**src/rtl/core/assert_macros.svh**
```systemverilog
// Assertion helpers shared by the timer RTL.
// Each macro expands to one labelled concurrent assertion that is disabled
// while the asynchronous reset is asserted.
`ifndef ASSERT_MACROS_SVH
`define ASSERT_MACROS_SVH

// The condition must hold at every rising clock edge out of reset.
`define CDT_ASSERT_ALWAYS(label, clk, rst_n, cond, msg) \
    label: assert property (@(posedge clk) disable iff (!rst_n) (cond)) \
        else $error(msg);

// When the antecedent holds, the consequent must hold in the same cycle.
`define CDT_ASSERT_IMPLIES(label, clk, rst_n, ante, cons, msg) \
    label: assert property (@(posedge clk) disable iff (!rst_n) (ante) |-> (cons)) \
        else $error(msg);

`endif

```
**src/rtl/core/cdt_pkg.sv**
```systemverilog
`timescale 1ns / 1ps
// ----------------------------------------------------------------------------
// cdt_pkg
// Types, constants and small helper functions of the countdown timer.
// ----------------------------------------------------------------------------
package cdt_pkg;

    typedef enum logic [1:0] {
        OP_KEY_POLL   = 2'd0,
        OP_BASE_TICK  = 2'd1,
        OP_BLINK_TICK = 2'd2,
        OP_SCAN       = 2'd3
    } op_t;

    typedef enum logic [1:0] {
        MODE_NONE = 2'd0,
        MODE_SEC  = 2'd1,
        MODE_MIN  = 2'd2,
        MODE_HOUR = 2'd3
    } mode_t;

    // Configuration register indexes.
    localparam logic [1:0] CFG_TICKS_PER_SECOND = 2'd0;
    localparam logic [1:0] CFG_BLINK_DIVIDE     = 2'd1;
    localparam logic [1:0] CFG_DEBOUNCE_POLLS   = 2'd2;

    localparam logic [7:0] TICKS_PER_SECOND_RST = 8'd20;
    localparam logic [7:0] BLINK_DIVIDE_RST     = 8'd13;
    localparam logic [7:0] DEBOUNCE_POLLS_RST   = 8'd3;

    // Scan positions.
    localparam logic [2:0] DIG_SEC_ONES  = 3'd0;
    localparam logic [2:0] DIG_SEC_TENS  = 3'd1;
    localparam logic [2:0] DIG_DASH_LO   = 3'd2;
    localparam logic [2:0] DIG_MIN_ONES  = 3'd3;
    localparam logic [2:0] DIG_MIN_TENS  = 3'd4;
    localparam logic [2:0] DIG_DASH_HI   = 3'd5;
    localparam logic [2:0] DIG_HOUR_ONES = 3'd6;
    localparam logic [2:0] DIG_HOUR_TENS = 3'd7;

    localparam logic [6:0] SEC_MAX  = 7'd59;
    localparam logic [6:0] MIN_MAX  = 7'd59;
    localparam logic [6:0] HOUR_MAX = 7'd99;
    localparam logic [7:0] SEG_DASH = 8'h40;
    localparam logic [7:0] DEBOUNCE_SAT = 8'd255;

    typedef struct packed {
        logic [7:0] ticks_per_second;
        logic [7:0] blink_divide;
        logic [7:0] debounce_polls;
    } cfg_t;

    typedef struct packed {
        logic [5:0] sec_count;
        logic [5:0] min_count;
        logic [6:0] hour_count;
        logic       run_flag;
        mode_t      mode;
        logic [2:0] blank_flags;
        logic       blink_enable;
        logic [7:0] debounce_count;
        logic       key_lock;
        logic [7:0] second_prescale;
        logic [7:0] blink_prescale;
    } timer_state_t;

    typedef struct packed {
        logic       hit;
        logic [7:0] count;
    } debounce_t;

    typedef struct packed {
        logic [3:0] tens;
        logic [3:0] ones;
    } decimal_t;

    typedef struct packed {
        logic [5:0] seconds;
        logic [5:0] minutes;
        logic [6:0] hours;
        logic       running;
        logic [1:0] edit_mode;
        logic [7:0] segments;
    } result_t;

    function automatic logic time_is_zero(input timer_state_t st);
        return (st.sec_count == 6'd0) && (st.min_count == 6'd0) && (st.hour_count == 7'd0);
    endfunction

    // One pressed key: the count saturates, and a hit clears it.
    function automatic debounce_t debounce_step(input logic [7:0] count,
                                                input logic [7:0] limit);
        debounce_t r;
        r.count = (count < DEBOUNCE_SAT) ? count + 8'd1 : count;
        r.hit   = (r.count > limit);
        if (r.hit)
        begin
            r.count = 8'd0;
        end
        return r;
    endfunction

    function automatic logic [6:0] wrap_dec(input logic [6:0] value, input logic [6:0] top);
        return (value == 7'd0) ? top : value - 7'd1;
    endfunction

    function automatic logic [6:0] wrap_inc(input logic [6:0] value, input logic [6:0] top);
        return (value >= top) ? 7'd0 : value + 7'd1;
    endfunction

    // Blank flag belonging to the field being edited; none in mode 0.
    function automatic logic [2:0] mode_mask(input mode_t mode);
        logic [2:0] m;
        unique case (mode)
            MODE_NONE: m = 3'b000;
            MODE_SEC:  m = 3'b001;
            MODE_MIN:  m = 3'b010;
            MODE_HOUR: m = 3'b100;
            default:   m = 3'b000;
        endcase
        return m;
    endfunction

    // Tens by multiplication with a reciprocal, exact for all 7-bit values.
    function automatic decimal_t split_decimal(input logic [6:0] value);
        decimal_t   d;
        logic [14:0] prod;
        logic [6:0]  rem;
        prod   = 15'(value) * 15'd205;
        d.tens = prod[14:11];
        rem    = value - {d.tens, 3'b000} - {2'b00, d.tens, 1'b0};
        d.ones = rem[3:0];
        return d;
    endfunction

    function automatic logic [7:0] seg_code(input logic [3:0] digit);
        logic [7:0] s;
        unique case (digit)
            4'd0:    s = 8'h3f;
            4'd1:    s = 8'h06;
            4'd2:    s = 8'h5b;
            4'd3:    s = 8'h4f;
            4'd4:    s = 8'h66;
            4'd5:    s = 8'h6d;
            4'd6:    s = 8'h7d;
            4'd7:    s = 8'h07;
            4'd8:    s = 8'h7f;
            4'd9:    s = 8'h6f;
            default: s = 8'h00;
        endcase
        return s;
    endfunction

endpackage

```
**src/rtl/core/cdt_if.sv**
```systemverilog
`timescale 1ns / 1ps
// ----------------------------------------------------------------------------
// cdt_if
// Valid/ready channels carrying timer events in and timer results out.
// ----------------------------------------------------------------------------
interface cdt_in_if;
    logic       valid;
    logic       ready;
    logic [1:0] opcode;
    logic [3:0] key_levels;
    logic [2:0] digit_index;

    modport source (output valid, output opcode, output key_levels, output digit_index,
                    input ready);
    modport sink (input valid, input opcode, input key_levels, input digit_index,
                  output ready);
endinterface

interface cdt_out_if;
    logic       valid;
    logic       ready;
    logic [5:0] seconds;
    logic [5:0] minutes;
    logic [6:0] hours;
    logic       running;
    logic [1:0] edit_mode;
    logic [7:0] segments;

    modport source (output valid, output seconds, output minutes, output hours,
                    output running, output edit_mode, output segments, input ready);
    modport sink (input valid, input seconds, input minutes, input hours,
                  input running, input edit_mode, input segments, output ready);
endinterface

```
**src/rtl/core/cdt_state.sv**
```systemverilog
`timescale 1ns / 1ps
// ----------------------------------------------------------------------------
// cdt_state
// Timer state register with its next-state logic for key polls and ticks.
// ----------------------------------------------------------------------------
`include "assert_macros.svh"

module cdt_state
(
    input  logic                   clk,
    input  logic                   rst_n,
    input  logic                   upd_en,
    input  cdt_pkg::op_t           op,
    input  logic [3:0]             key_levels,
    input  cdt_pkg::cfg_t          cfg,
    output cdt_pkg::timer_state_t  state_next
);

    cdt_pkg::timer_state_t state_reg;

    always_ff @(posedge clk or negedge rst_n)
    begin
        if (!rst_n)
        begin
            state_reg <= '0;
        end
        else if (upd_en)
        begin
            state_reg <= state_next;
        end
    end

    always_comb
    begin
        cdt_pkg::timer_state_t s;
        cdt_pkg::debounce_t    r;
        s = state_reg;
        r = '0;
        if (upd_en)
        begin
            unique case (op)
                cdt_pkg::OP_KEY_POLL:
                begin
                    // Keys are taken in order; the first accepted one locks the rest.
                    if (!s.key_lock && !key_levels[0])
                    begin
                        r = cdt_pkg::debounce_step(s.debounce_count, cfg.debounce_polls);
                        s.debounce_count = r.count;
                        s.key_lock = r.hit;
                        if (r.hit && !cdt_pkg::time_is_zero(s) && s.mode == cdt_pkg::MODE_NONE)
                        begin
                            s.run_flag = !s.run_flag;
                        end
                    end
                    if (!s.key_lock && !key_levels[1])
                    begin
                        r = cdt_pkg::debounce_step(s.debounce_count, cfg.debounce_polls);
                        s.debounce_count = r.count;
                        s.key_lock = r.hit;
                        if (r.hit)
                        begin
                            if (!cdt_pkg::time_is_zero(s) && s.mode == cdt_pkg::MODE_NONE
                                && !s.run_flag)
                            begin
                                s.sec_count  = 6'd0;
                                s.min_count  = 6'd0;
                                s.hour_count = 7'd0;
                            end
                            else
                            begin
                                unique case (s.mode)
                                    cdt_pkg::MODE_SEC:
                                        s.sec_count = 6'(cdt_pkg::wrap_dec({1'b0, s.sec_count},
                                                                           cdt_pkg::SEC_MAX));
                                    cdt_pkg::MODE_MIN:
                                        s.min_count = 6'(cdt_pkg::wrap_dec({1'b0, s.min_count},
                                                                           cdt_pkg::MIN_MAX));
                                    cdt_pkg::MODE_HOUR:
                                        s.hour_count = cdt_pkg::wrap_dec(s.hour_count,
                                                                         cdt_pkg::HOUR_MAX);
                                    default:
                                    begin
                                    end
                                endcase
                            end
                        end
                    end
                    if (!s.key_lock && !key_levels[2])
                    begin
                        r = cdt_pkg::debounce_step(s.debounce_count, cfg.debounce_polls);
                        s.debounce_count = r.count;
                        s.key_lock = r.hit;
                        if (r.hit && !s.run_flag)
                        begin
                            unique case (s.mode)
                                cdt_pkg::MODE_SEC:
                                    s.sec_count = 6'(cdt_pkg::wrap_inc({1'b0, s.sec_count},
                                                                       cdt_pkg::SEC_MAX));
                                cdt_pkg::MODE_MIN:
                                    s.min_count = 6'(cdt_pkg::wrap_inc({1'b0, s.min_count},
                                                                       cdt_pkg::MIN_MAX));
                                cdt_pkg::MODE_HOUR:
                                    s.hour_count = cdt_pkg::wrap_inc(s.hour_count,
                                                                     cdt_pkg::HOUR_MAX);
                                default:
                                begin
                                end
                            endcase
                        end
                    end
                    if (!s.key_lock && !key_levels[3])
                    begin
                        r = cdt_pkg::debounce_step(s.debounce_count, cfg.debounce_polls);
                        s.debounce_count = r.count;
                        s.key_lock = r.hit;
                        if (r.hit)
                        begin
                            s.mode = cdt_pkg::mode_t'(s.mode + 2'd1);
                            if (s.mode == cdt_pkg::MODE_NONE)
                            begin
                                s.blink_enable = 1'b0;
                                s.blank_flags  = 3'b000;
                            end
                        end
                    end
                    if (s.mode != cdt_pkg::MODE_NONE && !s.run_flag)
                    begin
                        s.blink_enable = 1'b1;
                        s.blank_flags  = s.blank_flags & cdt_pkg::mode_mask(s.mode);
                    end
                    if (key_levels == 4'hf)
                    begin
                        s.debounce_count = 8'd0;
                        s.key_lock       = 1'b0;
                    end
                    if (cdt_pkg::time_is_zero(s))
                    begin
                        s.run_flag = 1'b0;
                    end
                end
                cdt_pkg::OP_BASE_TICK:
                begin
                    if (s.run_flag)
                    begin
                        if ({1'b0, s.second_prescale} + 9'd1 < {1'b0, cfg.ticks_per_second})
                        begin
                            s.second_prescale = s.second_prescale + 8'd1;
                        end
                        else
                        begin
                            s.second_prescale = 8'd0;
                            if (cdt_pkg::time_is_zero(s))
                            begin
                                s.run_flag = 1'b0;
                            end
                            else
                            begin
                                if (s.sec_count != 6'd0)
                                begin
                                    s.sec_count = s.sec_count - 6'd1;
                                end
                                else
                                begin
                                    s.sec_count = 6'(cdt_pkg::SEC_MAX);
                                    if (s.min_count != 6'd0)
                                    begin
                                        s.min_count = s.min_count - 6'd1;
                                    end
                                    else
                                    begin
                                        s.min_count  = 6'(cdt_pkg::MIN_MAX);
                                        s.hour_count = cdt_pkg::wrap_dec(s.hour_count,
                                                                         cdt_pkg::HOUR_MAX);
                                    end
                                end
                                if (cdt_pkg::time_is_zero(s))
                                begin
                                    s.run_flag = 1'b0;
                                end
                            end
                        end
                    end
                end
                cdt_pkg::OP_BLINK_TICK:
                begin
                    if (s.blink_enable)
                    begin
                        if ({1'b0, s.blink_prescale} + 9'd1 < {1'b0, cfg.blink_divide})
                        begin
                            s.blink_prescale = s.blink_prescale + 8'd1;
                        end
                        else
                        begin
                            s.blink_prescale = 8'd0;
                            s.blank_flags    = s.blank_flags ^ cdt_pkg::mode_mask(s.mode);
                        end
                    end
                end
                cdt_pkg::OP_SCAN:
                begin
                end
                default:
                begin
                end
            endcase
        end
        state_next = s;
    end

    `CDT_ASSERT_IMPLIES(a_lock_clears_count, clk, rst_n, state_reg.key_lock,
                        state_reg.debounce_count == 8'd0, "key lock held with nonzero debounce count")
    `CDT_ASSERT_IMPLIES(a_blank_needs_blink, clk, rst_n, !state_reg.blink_enable,
                        state_reg.blank_flags == 3'b000, "field blanked while blinking is off")
    `CDT_ASSERT_ALWAYS(a_time_in_range, clk, rst_n,
                       state_reg.sec_count <= 6'd59 && state_reg.min_count <= 6'd59
                       && state_reg.hour_count <= 7'd99, "time field out of range")
    `CDT_ASSERT_IMPLIES(a_run_nonzero, clk, rst_n, state_reg.run_flag,
                        !cdt_pkg::time_is_zero(state_reg), "running with zero time")

endmodule

```
**src/rtl/core/cdt_scan.sv**
```systemverilog
`timescale 1ns / 1ps
// ----------------------------------------------------------------------------
// cdt_scan
// Seven-segment pattern of one scanned digit position, with field blanking.
// ----------------------------------------------------------------------------
module cdt_scan
(
    input  cdt_pkg::timer_state_t  st,
    input  logic [2:0]             digit_index,
    output logic [7:0]             segments
);

    logic [6:0]        value;
    logic              use_tens;
    logic              blanked;
    logic              dash;
    cdt_pkg::decimal_t dec;

    always_comb
    begin
        value    = 7'd0;
        use_tens = 1'b0;
        blanked  = 1'b0;
        dash     = 1'b0;
        unique case (digit_index)
            cdt_pkg::DIG_SEC_ONES, cdt_pkg::DIG_SEC_TENS:
            begin
                value    = {1'b0, st.sec_count};
                use_tens = (digit_index == cdt_pkg::DIG_SEC_TENS);
                blanked  = st.blank_flags[0];
            end
            cdt_pkg::DIG_MIN_ONES, cdt_pkg::DIG_MIN_TENS:
            begin
                value    = {1'b0, st.min_count};
                use_tens = (digit_index == cdt_pkg::DIG_MIN_TENS);
                blanked  = st.blank_flags[1];
            end
            cdt_pkg::DIG_HOUR_ONES, cdt_pkg::DIG_HOUR_TENS:
            begin
                value    = st.hour_count;
                use_tens = (digit_index == cdt_pkg::DIG_HOUR_TENS);
                blanked  = st.blank_flags[2];
            end
            cdt_pkg::DIG_DASH_LO, cdt_pkg::DIG_DASH_HI:
            begin
                dash = 1'b1;
            end
            default:
            begin
            end
        endcase

        dec = cdt_pkg::split_decimal(value);

        // The separators ignore blanking.
        if (dash)
        begin
            segments = cdt_pkg::SEG_DASH;
        end
        else if (blanked)
        begin
            segments = 8'h00;
        end
        else
        begin
            segments = cdt_pkg::seg_code(use_tens ? dec.tens : dec.ones);
        end
    end

endmodule

```
**src/rtl/core/countdown_timer_with_key_edit_top.sv**
```systemverilog
`timescale 1ns / 1ps
// ----------------------------------------------------------------------------
// countdown_timer_with_key_edit_top
// Hours:minutes:seconds countdown timer with four-key editing and display scan.
// ----------------------------------------------------------------------------
// Each request on in_ch carries one event: a key poll with the four active-low
// key levels, a base tick, a blink tick or a display scan of one digit
// position. Every event yields exactly one request on out_ch holding the time,
// the running flag and the edit mode as they stand after the event; segments
// carries the digit pattern for a scan and is zero for the other events.
// The event is decoded and the state updated in the cycle it is accepted, and
// the result sits in an output register, so the result appears in the cycle
// after acceptance. One event can be accepted in every cycle: in_ch.ready is
// high whenever the output register is empty or is being emptied in the same
// cycle, so a stalled receiver holds the result steady and in_ch waits only
// for that one register. Reset clears the time, the flags, the prescalers and
// the debounce state, loads the three configuration registers with their
// defaults and empties the output register. Configuration is written through
// cfg_we, cfg_index and cfg_wdata, by the user only while no event is in flight;
// the block does not enforce this. An index beyond the register list is ignored.
// ----------------------------------------------------------------------------
module countdown_timer_with_key_edit_top
(
    input  logic       clk,
    input  logic       rst_n,
    cdt_in_if.sink     in_ch,
    cdt_out_if.source  out_ch,
    input  logic       cfg_we,
    input  logic [1:0] cfg_index,
    input  logic [7:0] cfg_wdata
);

    cdt_pkg::cfg_t         cfg_reg;
    cdt_pkg::timer_state_t state_next;
    cdt_pkg::result_t      result_reg;
    cdt_pkg::result_t      result_next;
    cdt_pkg::op_t          op;
    logic                  out_valid_reg;
    logic                  accept;
    logic [7:0]            scan_seg;

    // The register ahead of the receiver frees up whenever it is taken.
    assign in_ch.ready = !out_valid_reg || out_ch.ready;
    assign accept      = in_ch.valid && in_ch.ready;
    assign op          = cdt_pkg::op_t'(in_ch.opcode);

    always_ff @(posedge clk or negedge rst_n)
    begin
        if (!rst_n)
        begin
            cfg_reg.ticks_per_second <= cdt_pkg::TICKS_PER_SECOND_RST;
            cfg_reg.blink_divide     <= cdt_pkg::BLINK_DIVIDE_RST;
            cfg_reg.debounce_polls   <= cdt_pkg::DEBOUNCE_POLLS_RST;
        end
        else if (cfg_we)
        begin
            unique case (cfg_index)
                cdt_pkg::CFG_TICKS_PER_SECOND: cfg_reg.ticks_per_second <= cfg_wdata;
                cdt_pkg::CFG_BLINK_DIVIDE:     cfg_reg.blink_divide     <= cfg_wdata;
                cdt_pkg::CFG_DEBOUNCE_POLLS:   cfg_reg.debounce_polls   <= cfg_wdata;
                default:
                begin
                end
            endcase
        end
    end

    // Time, flags, prescalers and debounce state, updated once per accepted event.
    cdt_state u_state
    (
        .clk        (clk),
        .rst_n      (rst_n),
        .upd_en     (accept),
        .op         (op),
        .key_levels (in_ch.key_levels),
        .cfg        (cfg_reg),
        .state_next (state_next)
    );

    // A scan leaves the state alone, so the next state is also the one shown.
    cdt_scan u_scan
    (
        .st          (state_next),
        .digit_index (in_ch.digit_index),
        .segments    (scan_seg)
    );

    always_comb
    begin
        result_next.seconds   = state_next.sec_count;
        result_next.minutes   = state_next.min_count;
        result_next.hours     = state_next.hour_count;
        result_next.running   = state_next.run_flag;
        result_next.edit_mode = state_next.mode;
        result_next.segments  = (op == cdt_pkg::OP_SCAN) ? scan_seg : 8'h00;
    end

    always_ff @(posedge clk or negedge rst_n)
    begin
        if (!rst_n)
        begin
            out_valid_reg <= 1'b0;
        end
        else if (in_ch.ready)
        begin
            out_valid_reg <= in_ch.valid;
        end
    end

    always_ff @(posedge clk)
    begin
        if (accept)
        begin
            result_reg <= result_next;
        end
    end

    assign out_ch.valid     = out_valid_reg;
    assign out_ch.seconds   = result_reg.seconds;
    assign out_ch.minutes   = result_reg.minutes;
    assign out_ch.hours     = result_reg.hours;
    assign out_ch.running   = result_reg.running;
    assign out_ch.edit_mode = result_reg.edit_mode;
    assign out_ch.segments  = result_reg.segments;

endmodule
```
**src/flat_wrapper.sv**
```systemverilog
// flat-port wrapper written by rule: the top's interface ports become plain ports
module countdown_timer_with_key_edit_top_flat 
  (clk, rst_n, cfg_we, cfg_index, cfg_wdata, in_ch_valid, in_ch_opcode, in_ch_key_levels, in_ch_digit_index, in_ch_ready, out_ch_valid, out_ch_seconds, out_ch_minutes, out_ch_hours, out_ch_running, out_ch_edit_mode, out_ch_segments, out_ch_ready);
  cdt_in_if in_ch_i ();
  cdt_out_if out_ch_i ();
  input  logic clk;
  input  logic rst_n;
  input  logic cfg_we;
  input  logic [1:0] cfg_index;
  input  logic [7:0] cfg_wdata;
  input wire logic [$bits(in_ch_i.valid)-1:0] in_ch_valid;
  input wire logic [$bits(in_ch_i.opcode)-1:0] in_ch_opcode;
  input wire logic [$bits(in_ch_i.key_levels)-1:0] in_ch_key_levels;
  input wire logic [$bits(in_ch_i.digit_index)-1:0] in_ch_digit_index;
  output wire logic [$bits(in_ch_i.ready)-1:0] in_ch_ready;
  output wire logic [$bits(out_ch_i.valid)-1:0] out_ch_valid;
  output wire logic [$bits(out_ch_i.seconds)-1:0] out_ch_seconds;
  output wire logic [$bits(out_ch_i.minutes)-1:0] out_ch_minutes;
  output wire logic [$bits(out_ch_i.hours)-1:0] out_ch_hours;
  output wire logic [$bits(out_ch_i.running)-1:0] out_ch_running;
  output wire logic [$bits(out_ch_i.edit_mode)-1:0] out_ch_edit_mode;
  output wire logic [$bits(out_ch_i.segments)-1:0] out_ch_segments;
  input wire logic [$bits(out_ch_i.ready)-1:0] out_ch_ready;
  assign in_ch_i.valid = in_ch_valid;
  assign in_ch_i.opcode = in_ch_opcode;
  assign in_ch_i.key_levels = in_ch_key_levels;
  assign in_ch_i.digit_index = in_ch_digit_index;
  assign in_ch_ready = in_ch_i.ready;
  assign out_ch_valid = out_ch_i.valid;
  assign out_ch_seconds = out_ch_i.seconds;
  assign out_ch_minutes = out_ch_i.minutes;
  assign out_ch_hours = out_ch_i.hours;
  assign out_ch_running = out_ch_i.running;
  assign out_ch_edit_mode = out_ch_i.edit_mode;
  assign out_ch_segments = out_ch_i.segments;
  assign out_ch_i.ready = out_ch_ready;
  countdown_timer_with_key_edit_top u_core (.clk(clk), .rst_n(rst_n), .in_ch(in_ch_i), .out_ch(out_ch_i), .cfg_we(cfg_we), .cfg_index(cfg_index), .cfg_wdata(cfg_wdata));
endmodule
```
**config.mk**
```make
export PLATFORM = sky130hd
export DESIGN_NAME = countdown_timer_with_key_edit_top_flat
export DESIGN_NICKNAME = d
export VERILOG_FILES = /design/src/rtl/core/cdt_pkg.sv /design/src/rtl/core/cdt_if.sv /design/src/rtl/core/cdt_state.sv /design/src/rtl/core/cdt_scan.sv /design/src/rtl/core/countdown_timer_with_key_edit_top.sv /design/src/flat_wrapper.sv
export VERILOG_INCLUDE_DIRS = /design/src /design/src/rtl/core
export SDC_FILE = /design/constraint.sdc
export NUM_CORES = 1
export LEC_CHECK = 0
export ABC_CLOCK_PERIOD_IN_PS = 18400
export BUFFER_PORTS_ARGS = -buffer_cell sky130_fd_sc_hd__buf_2
export CAP_MARGIN = 20
export CORE_ASPECT_RATIO = 0.5
export CORE_MARGIN = 2
export CORE_UTILIZATION = 65
export CTS_BUF_LIST = sky130_fd_sc_hd__clkbuf_8
export DETAILED_ROUTE_END_ITERATION = 10
export GPL_TIMING_DRIVEN = 1
export MAX_ROUTING_LAYER = met4
export PLACE_DENSITY = 0.92
export SYNTH_ARGS = -nofsm -noshare
export SYNTH_HDL_FRONTEND = slang
export SYNTH_HIERARCHICAL = 1
export SYNTH_SLANG_ARGS = --single-unit
```
**constraint.sdc**
```tcl
create_clock -name clk -period 18.4 [get_ports clk]
set_clock_uncertainty 0.1 [all_clocks]
set_input_delay 1.84 -clock clk [delete_from_list [all_inputs] [get_ports clk]]
set_output_delay 1.84 -clock clk [all_outputs]
set_load 0.005 [all_outputs]
```
==> metrics.txt <==
run status finished, final reports clean; die height 96.8 µm; Syn Inst Count 1335; # fillers about 1300; setup TNS 0 ns; power share of the combinational group a little under three fifths; Die ar. approximately 18000 µm²; CP max stage delay ~0.67 ns; Setup violations, final 0; fin cells 1586; Worst VDD drop 0.0550 mV; PD cells 95.2 nW/µm²; Syn Area/Cell 8.39 µm²; multi-input logic area 7790 µm²; layout cells sized above 1 13.4%; fin nets 1491; Clock Sinks about 110; Yosys warning count 6; part of the power in registers 28.4%; Worst-path clk slew 0.12 ns; # IOs between 50 and 60; H-Tree Depth 3; fin util roughly 71%; clock network power share 15.0%; GPL Wtd Cong 1.02; Post-Syn Nets 1472; total core area 16600 µm²; relative slew slack 24.7%; GRT Total Usage 38.8%; Global Route met1 Usage 50.4%; Initial DRC Count 1497; Setup crit end kind flip-flop; clk buf depth 2; Worst Hold Class flip-flop to flip-flop; max_cap viols 0; final worst path period need about 17 ns; Leak around 0.0052 µW; Arr. time, crit path 16.61 ns; CP max-delay cell o21ai_1; GR peak layer met2; initial antenna violation count 0; GR Util met3 8.82%; met2 usage about three fifths; Avg Vias per Cell 7.01; crit path max fanout 13; type of the worst setup path flip-flop to flip-flop; TritonCTS clock tree built; switching part of the total 46.6%; DRC 0; vias in the first global route 10389; # diodes 0; port bufs 55; Switch Pwr 523 µW; Pint 599 µW; max-slew violations 0; Top cell by count, worst path ha_1; Clock Root Buffer clkbuf_8; final-report hold violation count 0; WP data required approximately 18 ns; hold_buf cts 0; # rows 33; DP Wirelength 26.4 mm; register area 2810 µm²; min setup slack post-route 1.84 ns; first-pass GRT wire length 55.2 mm; largest net degree at the start of global routing 77; Final Cycle Share about nine tenths; Gates resized, CTS repair 0; Startpoint Class flip-flop; die span in x 190 µm; aggregate global routing overflow 0; DR WL/cell approximately 22 µm; CTS buffer count 9; area grow syn2layout 5.27%; DR pass1 iterations 6; setup repair after global routing missed its margin false; post-CTS setup buffer count 0; ANT nets after route 0; vias 11115; Setup WS pre-CTS around 2.3 ns; clock latency on the worst-skew pair 0.40 ns; final wirelength about 35 mm; Starting Density 67.5%; Post-Syn Area 11200 µm²; Worst-Margin Slew roughly 1.1 ns; number of flip-flops in the largest register 51; FMAX 60.4 MHz; Inst Count DP 1569
[final cells by class]
cell class	instances	share of cell area [%]
Clock buffer	9	1.05
Clock inverter	7	0.849
Inverter	85	2.75
Multi-Input combinational cell	1090	66.1
Sequential cell	106	23.9
Tap cell	227	2.41
Timing Repair Buffer	62	2.97
[cell usage in the layout, fill, tap and decap left out, types with 14 or more instances in the layout]
cell type / instances
o21ai_1: 16
nor3_1: 29
nor2b_1: 14
and3_1: 28
nand2b_1: 16
inv_1: 82
nand3_1: 62
a21oi_1: 75
nand2_1: 134
mux2_2: 35
a31oi_1: 18
o21a_1: 21
xnor2_1: 26
buf_2: 54
and2_1: 19
dfrtp_1: 69
nand4_1: 18
nor2_1: 85
edfxtp_1: 30
ha_1: 105
o21ai_0: 92
xor2_1: 17
[worst max-delay path, delay by kind of cell, from the launching register on]
kind | cells | cell delay (ns)
AOI/OAI and AO/OA | 21 | 5.61
buffers and inverters | 7 | 0.81
and+or+nand+nor | 20 | 3.59
muxes | 3 | 1.05
adders and majority gates | 11 | 3.81
DFF | 1 | 0.56
xor gates and xnor gates | 3 | 0.73
[worst paths after layout]
kind	start	endpoint	cells after the start	slack, ns
max	u_core/u_state/state_reg[17]	u_core/out_ch.segments[4]	65	1.84
min	u_core/cfg_reg[14]	u_core/cfg_reg[14]	1	0.42
max reg2reg	u_core/u_state/state_reg[17]	u_core/out_ch.segments[4]	65	1.84
min reg2reg	u_core/cfg_reg[14]	u_core/cfg_reg[14]	1	0.42
max in group asynchronous	rst_n	u_core/cfg_reg[18]	2	16.31
min in group asynchronous	rst_n	u_core/u_state/state_reg[50]	1	1.22
[power groups by stage]
stage | Clock (µW) | Combinational, µW | Sequential (µW)
after floorplan | 0 | 474 | 301
after global placement | 0 | 594 | 319
after detailed placement | 0 | 612 | 321
after CTS | 171 | 616 | 317
after global routing | 179 | 697 | 324
final | 168 | 636 | 319
[routing by layer]
metal,vias up,wire (µm),share of wire [%]
met1,5297,14100,41
met3,115,3760,11
met5,-,0,0
met4,0,1130,3.3
met2,682,15500,45
li1,5021,-,-
[stage by stage]
stage / hold slack [ns] / total power, µW / instance area (µm²)
6_report: 0.423 / 1120 / 11800
4_1_cts: 0.424 / 1100 / 11800
3_3_place_gp: 0.388 / 913 / 11500
2_1_floorplan: 0.375 / 775 / 11200
3_5_place_dp: 0.401 / 933 / 11500
5_1_grt: 0.447 / 1200 / 11800
(Power assumes the default switching activity.)
